`src/scaled_color_key_sprite_blit_top_assert.svh`:
```
// Assertion macros for the scaled color key sprite blitter.
// Used by modules that have clk and rst_n in scope.
`ifndef SCALED_COLOR_KEY_SPRITE_BLIT_TOP_ASSERT_SVH
`define SCALED_COLOR_KEY_SPRITE_BLIT_TOP_ASSERT_SVH

// check a same-cycle implication
`define SCKB_ASSERT_IMPLIES(lbl, ante, cons) \
  lbl: assert property (@(posedge clk) disable iff (!rst_n) (ante) |-> (cons)) \
    else $error("same-cycle check failed");

// check an implication in the next cycle
`define SCKB_ASSERT_NEXT(lbl, ante, cons) \
  lbl: assert property (@(posedge clk) disable iff (!rst_n) (ante) |=> (cons)) \
    else $error("next-cycle check failed");

`endif

```
`src/sckb_pkg.sv`:
```
// Shared types and constants of the scaled color key sprite blitter.
// No dependencies.
package sckb_pkg;

  localparam int COL_W      = 10;
  localparam int COLOR_W    = 16;
  localparam int COORD_W    = 16;
  localparam int PIX_W      = 17;
  localparam int SCALE_W    = 4;
  localparam int CFG_IDX_W  = 3;
  localparam int CFG_DATA_W = 16;

  localparam int QUEUE_DEPTH = 2;
  localparam int QPTR_W      = (QUEUE_DEPTH > 1) ? $clog2(QUEUE_DEPTH) : 1;
  localparam int QCNT_W      = $clog2(QUEUE_DEPTH + 1);

  localparam logic [CFG_IDX_W-1:0] REG_ORIGIN_X    = 3'd0;
  localparam logic [CFG_IDX_W-1:0] REG_ORIGIN_Y    = 3'd1;
  localparam logic [CFG_IDX_W-1:0] REG_CLIP_LEFT   = 3'd2;
  localparam logic [CFG_IDX_W-1:0] REG_CLIP_TOP    = 3'd3;
  localparam logic [CFG_IDX_W-1:0] REG_CLIP_RIGHT  = 3'd4;
  localparam logic [CFG_IDX_W-1:0] REG_CLIP_BOTTOM = 3'd5;
  localparam logic [CFG_IDX_W-1:0] REG_SCALE       = 3'd6;
  localparam logic [CFG_IDX_W-1:0] REG_KEY_COLOR   = 3'd7;

  localparam logic [SCALE_W-1:0] SCALE_RESET = 4'd1;

  typedef struct packed {
    logic signed [COORD_W-1:0] origin_x;
    logic signed [COORD_W-1:0] origin_y;
    logic signed [COORD_W-1:0] clip_left;
    logic signed [COORD_W-1:0] clip_top;
    logic signed [COORD_W-1:0] clip_right;
    logic signed [COORD_W-1:0] clip_bottom;
    logic [SCALE_W-1:0]        scale;
    logic [COLOR_W-1:0]        key_color;
  } sckb_cfg_t;

  typedef struct packed {
    logic [PIX_W-1:0]   bx;
    logic [PIX_W-1:0]   by;
    logic [COLOR_W-1:0] color;
    logic [SCALE_W-1:0] s;
  } sckb_job_t;

endpackage

```
`src/sckb_front.sv`:
```
// Front end: accepts texel requests, drops zero-scale, keyed, out-of-bitmap and clipped
// texels, and hands visible blocks to the job queue. Depends on sckb_pkg.
module sckb_front
  import sckb_pkg::*;
#(
  parameter int MAX_BITMAP_SIDE = 1024,
  parameter int MAX_SCALE       = 8
) (
  input  sckb_cfg_t          cfg,
  input  logic               in_push,
  input  logic [COL_W-1:0]   in_col,
  input  logic [COL_W-1:0]   in_row,
  input  logic [COLOR_W-1:0] in_color,
  input  logic               q_full,
  output logic               in_full,
  output logic               q_push,
  output sckb_job_t          q_data
);

  localparam int SIDE_W = $clog2(MAX_BITMAP_SIDE + 1);
  localparam int CMP_W  = (SIDE_W > COL_W) ? SIDE_W : COL_W;
  localparam int PROD_W = COL_W + SCALE_W;

  logic [SCALE_W-1:0]     s_sat;
  logic [PROD_W-1:0]      prod_x, prod_y;
  logic signed [PIX_W-1:0] bx, by, bx_end, by_end;
  logic signed [PIX_W-1:0] cl, ct, cr, cb;
  logic                   col_ok, row_ok, visible;

  always_comb begin
    s_sat  = (cfg.scale > SCALE_W'(MAX_SCALE)) ? SCALE_W'(MAX_SCALE) : cfg.scale;
    prod_x = PROD_W'(in_col) * PROD_W'(s_sat);
    prod_y = PROD_W'(in_row) * PROD_W'(s_sat);
    bx     = PIX_W'(cfg.origin_x) + $signed(PIX_W'(prod_x));
    by     = PIX_W'(cfg.origin_y) + $signed(PIX_W'(prod_y));
    bx_end = bx + $signed(PIX_W'(s_sat));
    by_end = by + $signed(PIX_W'(s_sat));
    cl     = PIX_W'(cfg.clip_left);
    ct     = PIX_W'(cfg.clip_top);
    cr     = PIX_W'(cfg.clip_right);
    cb     = PIX_W'(cfg.clip_bottom);
    col_ok = CMP_W'(in_col) < CMP_W'(MAX_BITMAP_SIDE);
    row_ok = CMP_W'(in_row) < CMP_W'(MAX_BITMAP_SIDE);
    visible = (s_sat != '0) && (in_color != cfg.key_color) && col_ok && row_ok &&
              (bx < cr) && (bx_end > cl) && (by < cb) && (by_end > ct);
  end

  assign in_full      = q_full;
  assign q_push       = in_push && !q_full && visible;
  assign q_data.bx    = bx;
  assign q_data.by    = by;
  assign q_data.color = in_color;
  assign q_data.s     = s_sat;

endmodule

```
`src/sckb_queue.sv`:
```
// Short job queue between front end and pixel expander, in flip-flops.
// Depends on sckb_pkg and the assertion macro header.
`include "scaled_color_key_sprite_blit_top_assert.svh"
module sckb_queue
  import sckb_pkg::*;
(
  input  logic      clk,
  input  logic      rst_n,
  input  logic      push,
  input  sckb_job_t push_data,
  input  logic      pop,
  output logic      full,
  output logic      valid,
  output sckb_job_t pop_data
);

  sckb_job_t           mem_r [QUEUE_DEPTH];
  logic [QPTR_W-1:0]   wr_ptr_r, wr_ptr_nxt;
  logic [QPTR_W-1:0]   rd_ptr_r, rd_ptr_nxt;
  logic [QCNT_W-1:0]   count_r, count_nxt;

  assign full     = count_r == QCNT_W'(QUEUE_DEPTH);
  assign valid    = count_r != '0;
  assign pop_data = mem_r[rd_ptr_r];

  always_comb begin
    wr_ptr_nxt = wr_ptr_r;
    rd_ptr_nxt = rd_ptr_r;
    count_nxt  = count_r;
    if (push) begin
      wr_ptr_nxt = (wr_ptr_r == QPTR_W'(QUEUE_DEPTH - 1)) ? '0 : wr_ptr_r + 1'b1;
    end
    if (pop) begin
      rd_ptr_nxt = (rd_ptr_r == QPTR_W'(QUEUE_DEPTH - 1)) ? '0 : rd_ptr_r + 1'b1;
    end
    if (push && !pop) begin
      count_nxt = count_r + 1'b1;
    end else if (pop && !push) begin
      count_nxt = count_r - 1'b1;
    end
  end

  always_ff @(posedge clk) begin
    if (!rst_n) begin
      wr_ptr_r <= '0;
      rd_ptr_r <= '0;
      count_r  <= '0;
    end else begin
      wr_ptr_r <= wr_ptr_nxt;
      rd_ptr_r <= rd_ptr_nxt;
      count_r  <= count_nxt;
    end
  end

  always_ff @(posedge clk) begin
    if (push) begin
      mem_r[wr_ptr_r] <= push_data;
    end
  end

  `SCKB_ASSERT_IMPLIES(a_no_overflow, push, !full)
  `SCKB_ASSERT_IMPLIES(a_no_underflow, pop, valid)

endmodule

```
`src/sckb_back.sv`:
```
// Pixel expander: walks each queued block x outer, y inner, one write per cycle
// into an output register while it is free or popped. Depends on sckb_pkg and the assertion macros.
`include "scaled_color_key_sprite_blit_top_assert.svh"
module sckb_back
  import sckb_pkg::*;
#(
  parameter int MAX_SCALE = 8
) (
  input  logic               clk,
  input  logic               rst_n,
  input  logic               q_valid,
  input  sckb_job_t          q_data,
  output logic               q_pop,
  input  logic               out_pop,
  output logic               out_empty,
  output logic [PIX_W-1:0]   out_x,
  output logic [PIX_W-1:0]   out_y,
  output logic [COLOR_W-1:0] out_color,
  output logic               out_last
);

  localparam int CNT_W = (MAX_SCALE > 1) ? $clog2(MAX_SCALE) : 1;

  sckb_job_t          cur_r, cur_nxt;
  logic               cur_valid_r, cur_valid_nxt;
  logic [CNT_W-1:0]   i_r, i_nxt, j_r, j_nxt;
  logic               out_valid_r, out_valid_nxt;
  logic [PIX_W-1:0]   px_r, px_nxt, py_r, py_nxt;
  logic [COLOR_W-1:0] pc_r, pc_nxt;
  logic               pl_r, pl_nxt;
  logic               adv, j_end, last_pix;

  always_comb begin
    j_end    = SCALE_W'(j_r) == cur_r.s - 4'd1;
    last_pix = j_end && (SCALE_W'(i_r) == cur_r.s - 4'd1);
    adv      = cur_valid_r && (!out_valid_r || out_pop);
    q_pop    = q_valid && (!cur_valid_r || (adv && last_pix));

    cur_nxt       = cur_r;
    cur_valid_nxt = cur_valid_r;
    i_nxt         = i_r;
    j_nxt         = j_r;
    out_valid_nxt = out_valid_r;
    px_nxt        = px_r;
    py_nxt        = py_r;
    pc_nxt        = pc_r;
    pl_nxt        = pl_r;

    if (adv) begin
      out_valid_nxt = 1'b1;
      px_nxt        = cur_r.bx + PIX_W'(i_r);
      py_nxt        = cur_r.by + PIX_W'(j_r);
      pc_nxt        = cur_r.color;
      pl_nxt        = last_pix;
      if (j_end) begin
        j_nxt = '0;
        i_nxt = i_r + 1'b1;
      end else begin
        j_nxt = j_r + 1'b1;
      end
      if (last_pix) begin
        cur_valid_nxt = 1'b0;
      end
    end else if (out_pop) begin
      out_valid_nxt = 1'b0;
    end

    if (q_pop) begin
      cur_nxt       = q_data;
      cur_valid_nxt = 1'b1;
      i_nxt         = '0;
      j_nxt         = '0;
    end
  end

  always_ff @(posedge clk) begin
    if (!rst_n) begin
      cur_valid_r <= 1'b0;
      out_valid_r <= 1'b0;
    end else begin
      cur_valid_r <= cur_valid_nxt;
      out_valid_r <= out_valid_nxt;
    end
  end

  always_ff @(posedge clk) begin
    cur_r <= cur_nxt;
    i_r   <= i_nxt;
    j_r   <= j_nxt;
    px_r  <= px_nxt;
    py_r  <= py_nxt;
    pc_r  <= pc_nxt;
    pl_r  <= pl_nxt;
  end

  assign out_empty = !out_valid_r;
  assign out_x     = px_r;
  assign out_y     = py_r;
  assign out_color = pc_r;
  assign out_last  = pl_r;

  `SCKB_ASSERT_IMPLIES(a_count_in_block,
    cur_valid_r, (SCALE_W'(i_r) < cur_r.s) && (SCALE_W'(j_r) < cur_r.s))
  `SCKB_ASSERT_NEXT(a_last_marked, adv && last_pix, out_valid_r && pl_r)

endmodule

```
`src/scaled_color_key_sprite_blit_top.sv`:
```
// Scaled color key sprite blitter, top level: config registers, front end,
// job queue and pixel expander. Depends on sckb_pkg and the sckb_* modules.
// The first write of a visible texel passes the job queue, the expander's block
// register and the output register. The expander emits one write per cycle when
// not stalled, scale*scale per texel; keyed or clipped texels end at the front end.
// Reset (synchronous, rst_n low): config to reset values, queue and outputs empty.
module scaled_color_key_sprite_blit_top
  import sckb_pkg::*;
#(
  parameter int MAX_BITMAP_SIDE = 1024,
  parameter int MAX_SCALE       = 8
) (
  input  logic                    clk,
  input  logic                    rst_n,
  input  logic                    cfg_we,
  input  logic [CFG_IDX_W-1:0]    cfg_index,
  input  logic [CFG_DATA_W-1:0]   cfg_wdata,
  input  logic                    in_push,
  output logic                    in_full,
  input  logic [COL_W-1:0]        in_texel_col,
  input  logic [COL_W-1:0]        in_texel_row,
  input  logic [COLOR_W-1:0]      in_texel_color,
  output logic                    out_empty,
  input  logic                    out_pop,
  output logic signed [PIX_W-1:0] out_pixel_x,
  output logic signed [PIX_W-1:0] out_pixel_y,
  output logic [COLOR_W-1:0]      out_pixel_color,
  output logic                    out_last_of_block
);

  sckb_cfg_t cfg_r, cfg_nxt;
  logic      q_full, q_push, q_valid, q_pop;
  sckb_job_t q_wdata, q_rdata;
  logic [PIX_W-1:0] px, py;

  always_comb begin
    cfg_nxt = cfg_r;
    if (cfg_we) begin
      case (cfg_index)
        REG_ORIGIN_X:    cfg_nxt.origin_x    = cfg_wdata;
        REG_ORIGIN_Y:    cfg_nxt.origin_y    = cfg_wdata;
        REG_CLIP_LEFT:   cfg_nxt.clip_left   = cfg_wdata;
        REG_CLIP_TOP:    cfg_nxt.clip_top    = cfg_wdata;
        REG_CLIP_RIGHT:  cfg_nxt.clip_right  = cfg_wdata;
        REG_CLIP_BOTTOM: cfg_nxt.clip_bottom = cfg_wdata;
        REG_SCALE:       cfg_nxt.scale       = cfg_wdata[SCALE_W-1:0];
        REG_KEY_COLOR:   cfg_nxt.key_color   = cfg_wdata;
        default:         cfg_nxt = cfg_r;
      endcase
    end
  end

  always_ff @(posedge clk) begin
    if (!rst_n) begin
      cfg_r.origin_x    <= '0;
      cfg_r.origin_y    <= '0;
      cfg_r.clip_left   <= '0;
      cfg_r.clip_top    <= '0;
      cfg_r.clip_right  <= '0;
      cfg_r.clip_bottom <= '0;
      cfg_r.scale       <= SCALE_RESET;
      cfg_r.key_color   <= '0;
    end else begin
      cfg_r <= cfg_nxt;
    end
  end

  sckb_front #(
    .MAX_BITMAP_SIDE(MAX_BITMAP_SIDE),
    .MAX_SCALE      (MAX_SCALE)
  ) u_front (
    .cfg     (cfg_r),
    .in_push (in_push),
    .in_col  (in_texel_col),
    .in_row  (in_texel_row),
    .in_color(in_texel_color),
    .q_full  (q_full),
    .in_full (in_full),
    .q_push  (q_push),
    .q_data  (q_wdata)
  );

  sckb_queue u_queue (
    .clk      (clk),
    .rst_n    (rst_n),
    .push     (q_push),
    .push_data(q_wdata),
    .pop      (q_pop),
    .full     (q_full),
    .valid    (q_valid),
    .pop_data (q_rdata)
  );

  sckb_back #(
    .MAX_SCALE(MAX_SCALE)
  ) u_back (
    .clk      (clk),
    .rst_n    (rst_n),
    .q_valid  (q_valid),
    .q_data   (q_rdata),
    .q_pop    (q_pop),
    .out_pop  (out_pop),
    .out_empty(out_empty),
    .out_x    (px),
    .out_y    (py),
    .out_color(out_pixel_color),
    .out_last (out_last_of_block)
  );

  assign out_pixel_x = $signed(px);
  assign out_pixel_y = $signed(py);

endmodule

```
`config.mk`:
```
export PLATFORM = sky130hd
export DESIGN_NAME = scaled_color_key_sprite_blit_top
export DESIGN_NICKNAME = d
export VERILOG_FILES = /design/src/sckb_pkg.sv /design/src/sckb_front.sv /design/src/sckb_queue.sv /design/src/sckb_back.sv /design/src/scaled_color_key_sprite_blit_top.sv
export VERILOG_INCLUDE_DIRS = /design/src /design/src/src
export SDC_FILE = /design/constraint.sdc
export NUM_CORES = 1
export LEC_CHECK = 0
export ABC_AREA = 1
export BUFFER_PORTS_ARGS = -buffer_cell sky130_fd_sc_hd__buf_2
export CAP_MARGIN = 20
export CORE_MARGIN = 10
export CORE_UTILIZATION = 40
export DETAILED_ROUTE_END_ITERATION = 10
export GPL_ROUTABILITY_DRIVEN = 0
export PLACE_DENSITY = 0.62
export SLEW_MARGIN = 20
export SYNTH_ARGS = -nofsm -noshare
export SYNTH_HDL_FRONTEND = slang
export SYNTH_SLANG_ARGS = --single-unit
```
`constraint.sdc`:
```
create_clock -name clk -period 15.8 [get_ports clk]
set_input_delay 1.58 -clock clk [delete_from_list [all_inputs] [get_ports clk]]
set_output_delay 1.58 -clock clk [all_outputs]
set_load 0.02 [all_outputs]
```
## Word level (Yosys, flattened, before mapping)

Memory sizes are Yosys's and may differ from the RTL's. A register that Yosys moved wholly into a read port is not among the register bits.
Index checks and enable logic that the tools add are counted.

| storage, ports and cells | value |
|---|---|
| flip-flop bits (word level) | 179 |
| output and inout port bits | 53 |
| bits in writable memories | 108 |
| input bits | 60 |
| logic and storage cells | 101 |
| memories | 1 |

| operators by class | value |
|---|---|
| $add $sub $neg | 13 |
| equal/unequal tests | 11 |
| $mul | 2 |
| multiplexer cells | 13 |
| reduce and logical (&&, ||, !) cells | 37 |
| magnitude comparators | 5 |

Memories:

| memory | words | bits a word | rd ports | clocked after memory_dff | write ports | line | text |
|---|---|---|---|---|---|---|---|
| u_queue.mem_r | 2 | 54 | 1 | 1 | 1 | sckb_queue.sv:17 | `sckb_job_t mem_r [QUEUE_DEPTH];` |

Operators with widths:

| kind | count |
|---|---|
| 16-bit by 15-bit adder with 17-bit output | 2 |
| 17-bit by 3-bit adder with 17-bit output | 2 |
| 17-bit by 5-bit adder with 17-bit output | 2 |
| 17-bit by 16-bit greater-than comparator with 1-bit output | 2 |
| 17-bit by 16-bit less-than comparator with 1-bit output | 2 |
| 10-bit by 4-bit multiplier with 14-bit output | 2 |
| 2-bit AND reduction | 10 |
| 16-bit inequality test | 1 |
| 1-bit logical AND | 13 |
| 3-bit == test (second input constant) | 4 |
| 2-bit nonzero test | 5 |
| 1-bit 2-to-1 mux | 9 |
| 3-bit by 4-bit == test with 1-bit output | 2 |
| 3-bit by 1-bit adder with 3-bit output (second input constant) | 2 |
| 3-bit by 2-bit == test with 1-bit output (second input constant) | 2 |
| 1-bit logical NOT | 5 |
| 4-bit greater-than comparator (second input constant) | 1 |
| 2-bit 2-to-1 mux | 2 |
| 4-bit 2-to-1 mux | 1 |
| 4-bit nonzero test | 1 |
| 4-bit by 1-bit subtractor with 4-bit output (second input constant) | 1 |
| 3-bit by 1-bit == test with 1-bit output (second input constant) | 1 |
| 3-bit logical NOT | 1 |
| 3-bit 2-to-1 mux | 1 |
| other kinds (5) | 7 |

## Longest topological paths before layout

| depth | value |
|---|---|
| word-level depth | 14 |
| gate-level depth with buffers | 51 |
| mapped depth without buffers | 50 |

## Modules after synthesis

From an unflattened synthesis, not the netlist that was laid out.

| unflattened totals | value |
|---|---|
| cell total of the unflattened synthesis | 2,347 |
| area, all modules | 20,634.8 µm² |

Modules (own cells, without submodules):

| module | times used | area each (µm²) | seq. area each (µm²) | cells each |
|---|---|---|---|---|
| sckb_front | 1 | 7,089.3 | 0.0 | 1,144 |
| scaled_color_key_sprite_blit_top | 1 | 4,589.4 | 2,322.2 | 658 |
| sckb_back | 1 | 4,578.1 | 3,313.2 | 342 |
| sckb_queue | 1 | 4,377.9 | 3,343.2 | 203 |

## Worst setup path before layout

Ideal clock, no wire load.

| path | value |
|---|---|
| path kind | in2reg |
| start point | in in_texel_col[0] |
| end point | mem u_queue.mem_r[0][0] (netlist bit), enable pin |
| cell stages on the path | 34 |
| path buffers | 0 |
| setup slack | 5,881 ps |
| data required time | 15,334 ps |
| setup time | 466 ps |
| arrival time | 9,453 ps |
| path through | nand2_1 -> fa_1 -> inv_1 -> fa_1 -> inv_1 -> fa_1 -> o21ai_0 -> a21oi_1 -> o21bai_1 -> a21oi_1 -> o21ai_0 -> xnor2_1 -> inv_1 -> ha_1 -> nand2_1 -> nor2_1 -> nand3_1 -> nand3_1 -> nand2_1 -> o21ai_2 -> xor2_2 -> nor3b_1 -> nand3b_1 -> xor2_1 -> inv_1 -> ha_1 -> inv_1 -> nor4_1 -> nand3_1 -> o211ai_1 -> a21oi_1 -> nor2_1 -> nand2_1 -> nor2_1 |

RTL lines:

| element | line | text |
|---|---|---|
| from (decl) | scaled_color_key_sprite_blit_top.sv:20 | `input logic [COL_W-1:0] in_texel_col,` |
| to (decl) | sckb_queue.sv:17 |  |

==> qor.yml <==
yosys:
  synth-main-ff-cell: "edfxtp_1"
  yosysWarnings: 0
  yosys-top-cells-count: "405 x nand2_1, 325 x inv_1, 213 x edfxtp_1"
  syn_nets: 2344
  ys_seq_area_share_pct: 47.31
  synth_top_cell_by_area: "edfxtp_1"
  synthCells: 2096
  ys_async_sr_fraction_pct: 0
  synth.most_common_cell: "nand2_1"
  synth.distinct_cells: 53
  synth-edff-count: 213
  netlist_area_um2: 18930
  synth_top_area_share_pct: 33.78
  avgSynthCellArea_um2: 9.034
  ys_ff_latch: 341
  synth_top_cells_by_area: "edfxtp_1 34%, dfxtp_1 14%, ha_1 9.9%, nand2_1 8.0%, inv_1 6.4%"
critical_path:
  ff2ff_setup_slack_ns: 6.49
  reg2regPathDepth: 42
  crit_path_frequent_cell: "nand2_1"
  path_delay_family: "simple AND/OR/NAND/NOR gates"
  cp_num_buf_inv: 10
  cp-start-kind: "flip-flop"
  cp_max_fo: 37
  crit_path_end_kind: "flip-flop"
  worstSetupPathType: "flip-flop to flip-flop"
  cp.required_ns: 15.96
  critPathMaxStageDelay_ns: 0.58
  cpMaxStageDelayCell: "inv_1"
  regToRegStartpoint: "cfg_r[19]"
  arrival_ns: 9.47
  r2r-end: "u_queue.mem_r[1][15]"
placement:
  place_inst: 2774
  dp_hpwl_um: 32590
  io_buffers: 112
sta:
  tightestPinTransition_ns: 1.020
  skew_ns: 0.02028
  fin_crit_sh_pct: 58.95
  fin_crit_ns: 9.315
  relSlewSlack_pct: 32.01
  slew_violations: 0
  hold_viol: 0
  fmax_mhz: 107.4
  rsz0062_at_grt: "no"
  fin_tns_setup_ns: 0
  setup_violations: 0
hold_path:
  hold_class: "flip-flop to flip-flop"
  hold_path_end: "u_back.out_color[5]"
  hold_depth: 0
  hp-start: "u_back.cur_r[9]"
flow_run:
  maxCapViolations: 0
clock_tree:
  cts_resized: 0
  htreeDepth: 2
  hold_buffers: 0
  cts.sinks: 341
  cts_root_buffer: "clkbuf_16"
  cts_made_buffers: 36
  postCtsSetupRepairBufs: 0
  clkTransAtPathRegs_ns: 0.06
  worstSkewPairLatency_ns: 0.53
  clockBufferDepth: 3
  cts_tree: "yes"
pwr:
  finalPower_mw: 2.828
  p_per_area_nw_per_um2: 132.5
  p_leak_nw: 9.716
  vdd_drop_max_mv: 0.08932
global_routing:
  grt_max_degree: 112
  antenna_found_initial: 1
  track_usage_pct: 15.47
  grt_pass1_vias: 13640
  grt_pass1_wl_um: 71000
  gr-total-overflow: 0
detailed_routing:
  ant_nets: 0
  vias_per_cell: 4.896
  detail_route.wl_per_cell_um: 15.55
  drt_iter0_markers: 818
  drt_pass1_iterations: 5
  drc: 0
  vias: 13910
  totalWireLength_um: 44180
die:
  die-area_um2: 56440
  rows: 79
  die_y_um: 237.6
  die_width_um: 237.6
  num_io_pins: 113
  initial_core_util_pct: 40.58
  core_um2: 46650
finish:
  area_growth_pct: 12.70
  antenna_cells: 0
  layout-drive-gt1-share_pct: 10.12
  instances_no_fill: 2841
  fin_nets: 2454
outcome:
  status: "completed"
[sequential cells by signal, indices dropped and copies added, names as in the netlist]
register / count
u_back.out_last: 1
u_back.out_valid_r: 1
u_back.cur_valid_r: 1
u_queue.wr_ptr_r: 1
u_queue.count_r: 2
u_back.j_r: 3
u_back.cur_r: 54
u_queue.rd_ptr_r: 1
u_back.out_x: 17
u_back.out_color: 16
cfg_r: 116
u_queue.mem_r: 108
u_back.i_r: 3
u_back.out_y: 17
[metal layers]
metal	GRT usage [%]	part of all wire (%)	vias to the layer above
li1	-	-	7036
met1	21.05	48	6499
met2	25.24	45	318
met3	2.383	5.2	54
met4	4.078	1.8	2
met5	0	0.029	-
[layout by cell type, fill, tap and decap left out, types with 6 or more instances in the layout]
cell and count:
nor3_1 13, clkbuf_8 11, xnor2_1 53, o21ai_0 141, nand2_1 405, ha_1 150
clkbuf_16 37, clkbuf_1 9, buf_4 10, inv_1 323, buf_2 112, edfxtp_1 213
nand3_1 48, inv_2 13, o21bai_1 7, nor2_1 209, dfxtp_1 127, fa_1 38
a21oi_1 151, xor2_1 50, xor2_2 6, nand4_1 22
[cell families (layout without fill, tap and decap cells)]
| kind of cell | Yosys count | count (layout) | synth area share [%] |
|---|---|---|---|
| AND/OR/NAND/NOR | 732 | 732 | 15.94 |
| buffers and inverters | 388 | 526 | 7.692 |
| flip-flops | 341 | 341 | 47.31 |
| AO/OA/AOI/OAI | 333 | 333 | 9.417 |
| adder cells (fa/ha/maj) | 188 | 188 | 13.93 |
| XOR/XNOR | 114 | 114 | 5.709 |
[stage by stage]
step                cell area (um^2)  hold WS [ns]  utilization, %  setup WS (ns)
floorplan                      18930        0.4003               -          5.881
global placement               20140        0.4041           43.17          6.795
detailed placement             20140        0.4045           43.17          6.515
CTS                            21330        0.4108           45.72          6.468
global route                   21340        0.4338           45.74          5.645
finish                         21340        0.4178           45.74          6.485
[how the worst max path moves through the flow]
stage	end	from	depth (start not counted)
after floorplan	u_queue.mem_r[0][0]	in_texel_col[0]	34
after global placement	u_queue.mem_r[1][29]	in_texel_col[0]	39
after detailed placement	u_queue.mem_r[1][27]	in_texel_col[0]	39
after CTS	u_queue.mem_r[1][15]	cfg_r[19]	39
after global routing	u_queue.mem_r[1][15]	cfg_r[19]	43
final	u_queue.mem_r[1][15]	cfg_r[19]	42
[power by group]
group	internal, mW	switching (mW)	total (mW)	leakage, nW
Combinational	0.244	0.521	0.765	6.12
Sequential	1.16	0.0608	1.22	3.01
Clock	0.500	0.342	0.842	0.584
Total	1.90	0.924	2.83	9.72
[final cells by class]
class	count	area, um^2
Fill cell	4538	25320
Sequential cell	341	8960
Multi-Input combinational cell	1367	8527
Inverter	338	1269
Clock buffer	57	1111
Tap cell	607	759.5
Timing Repair Buffer	122	635.6
Clock inverter	9	77.57
(Power assumes the default switching activity.)
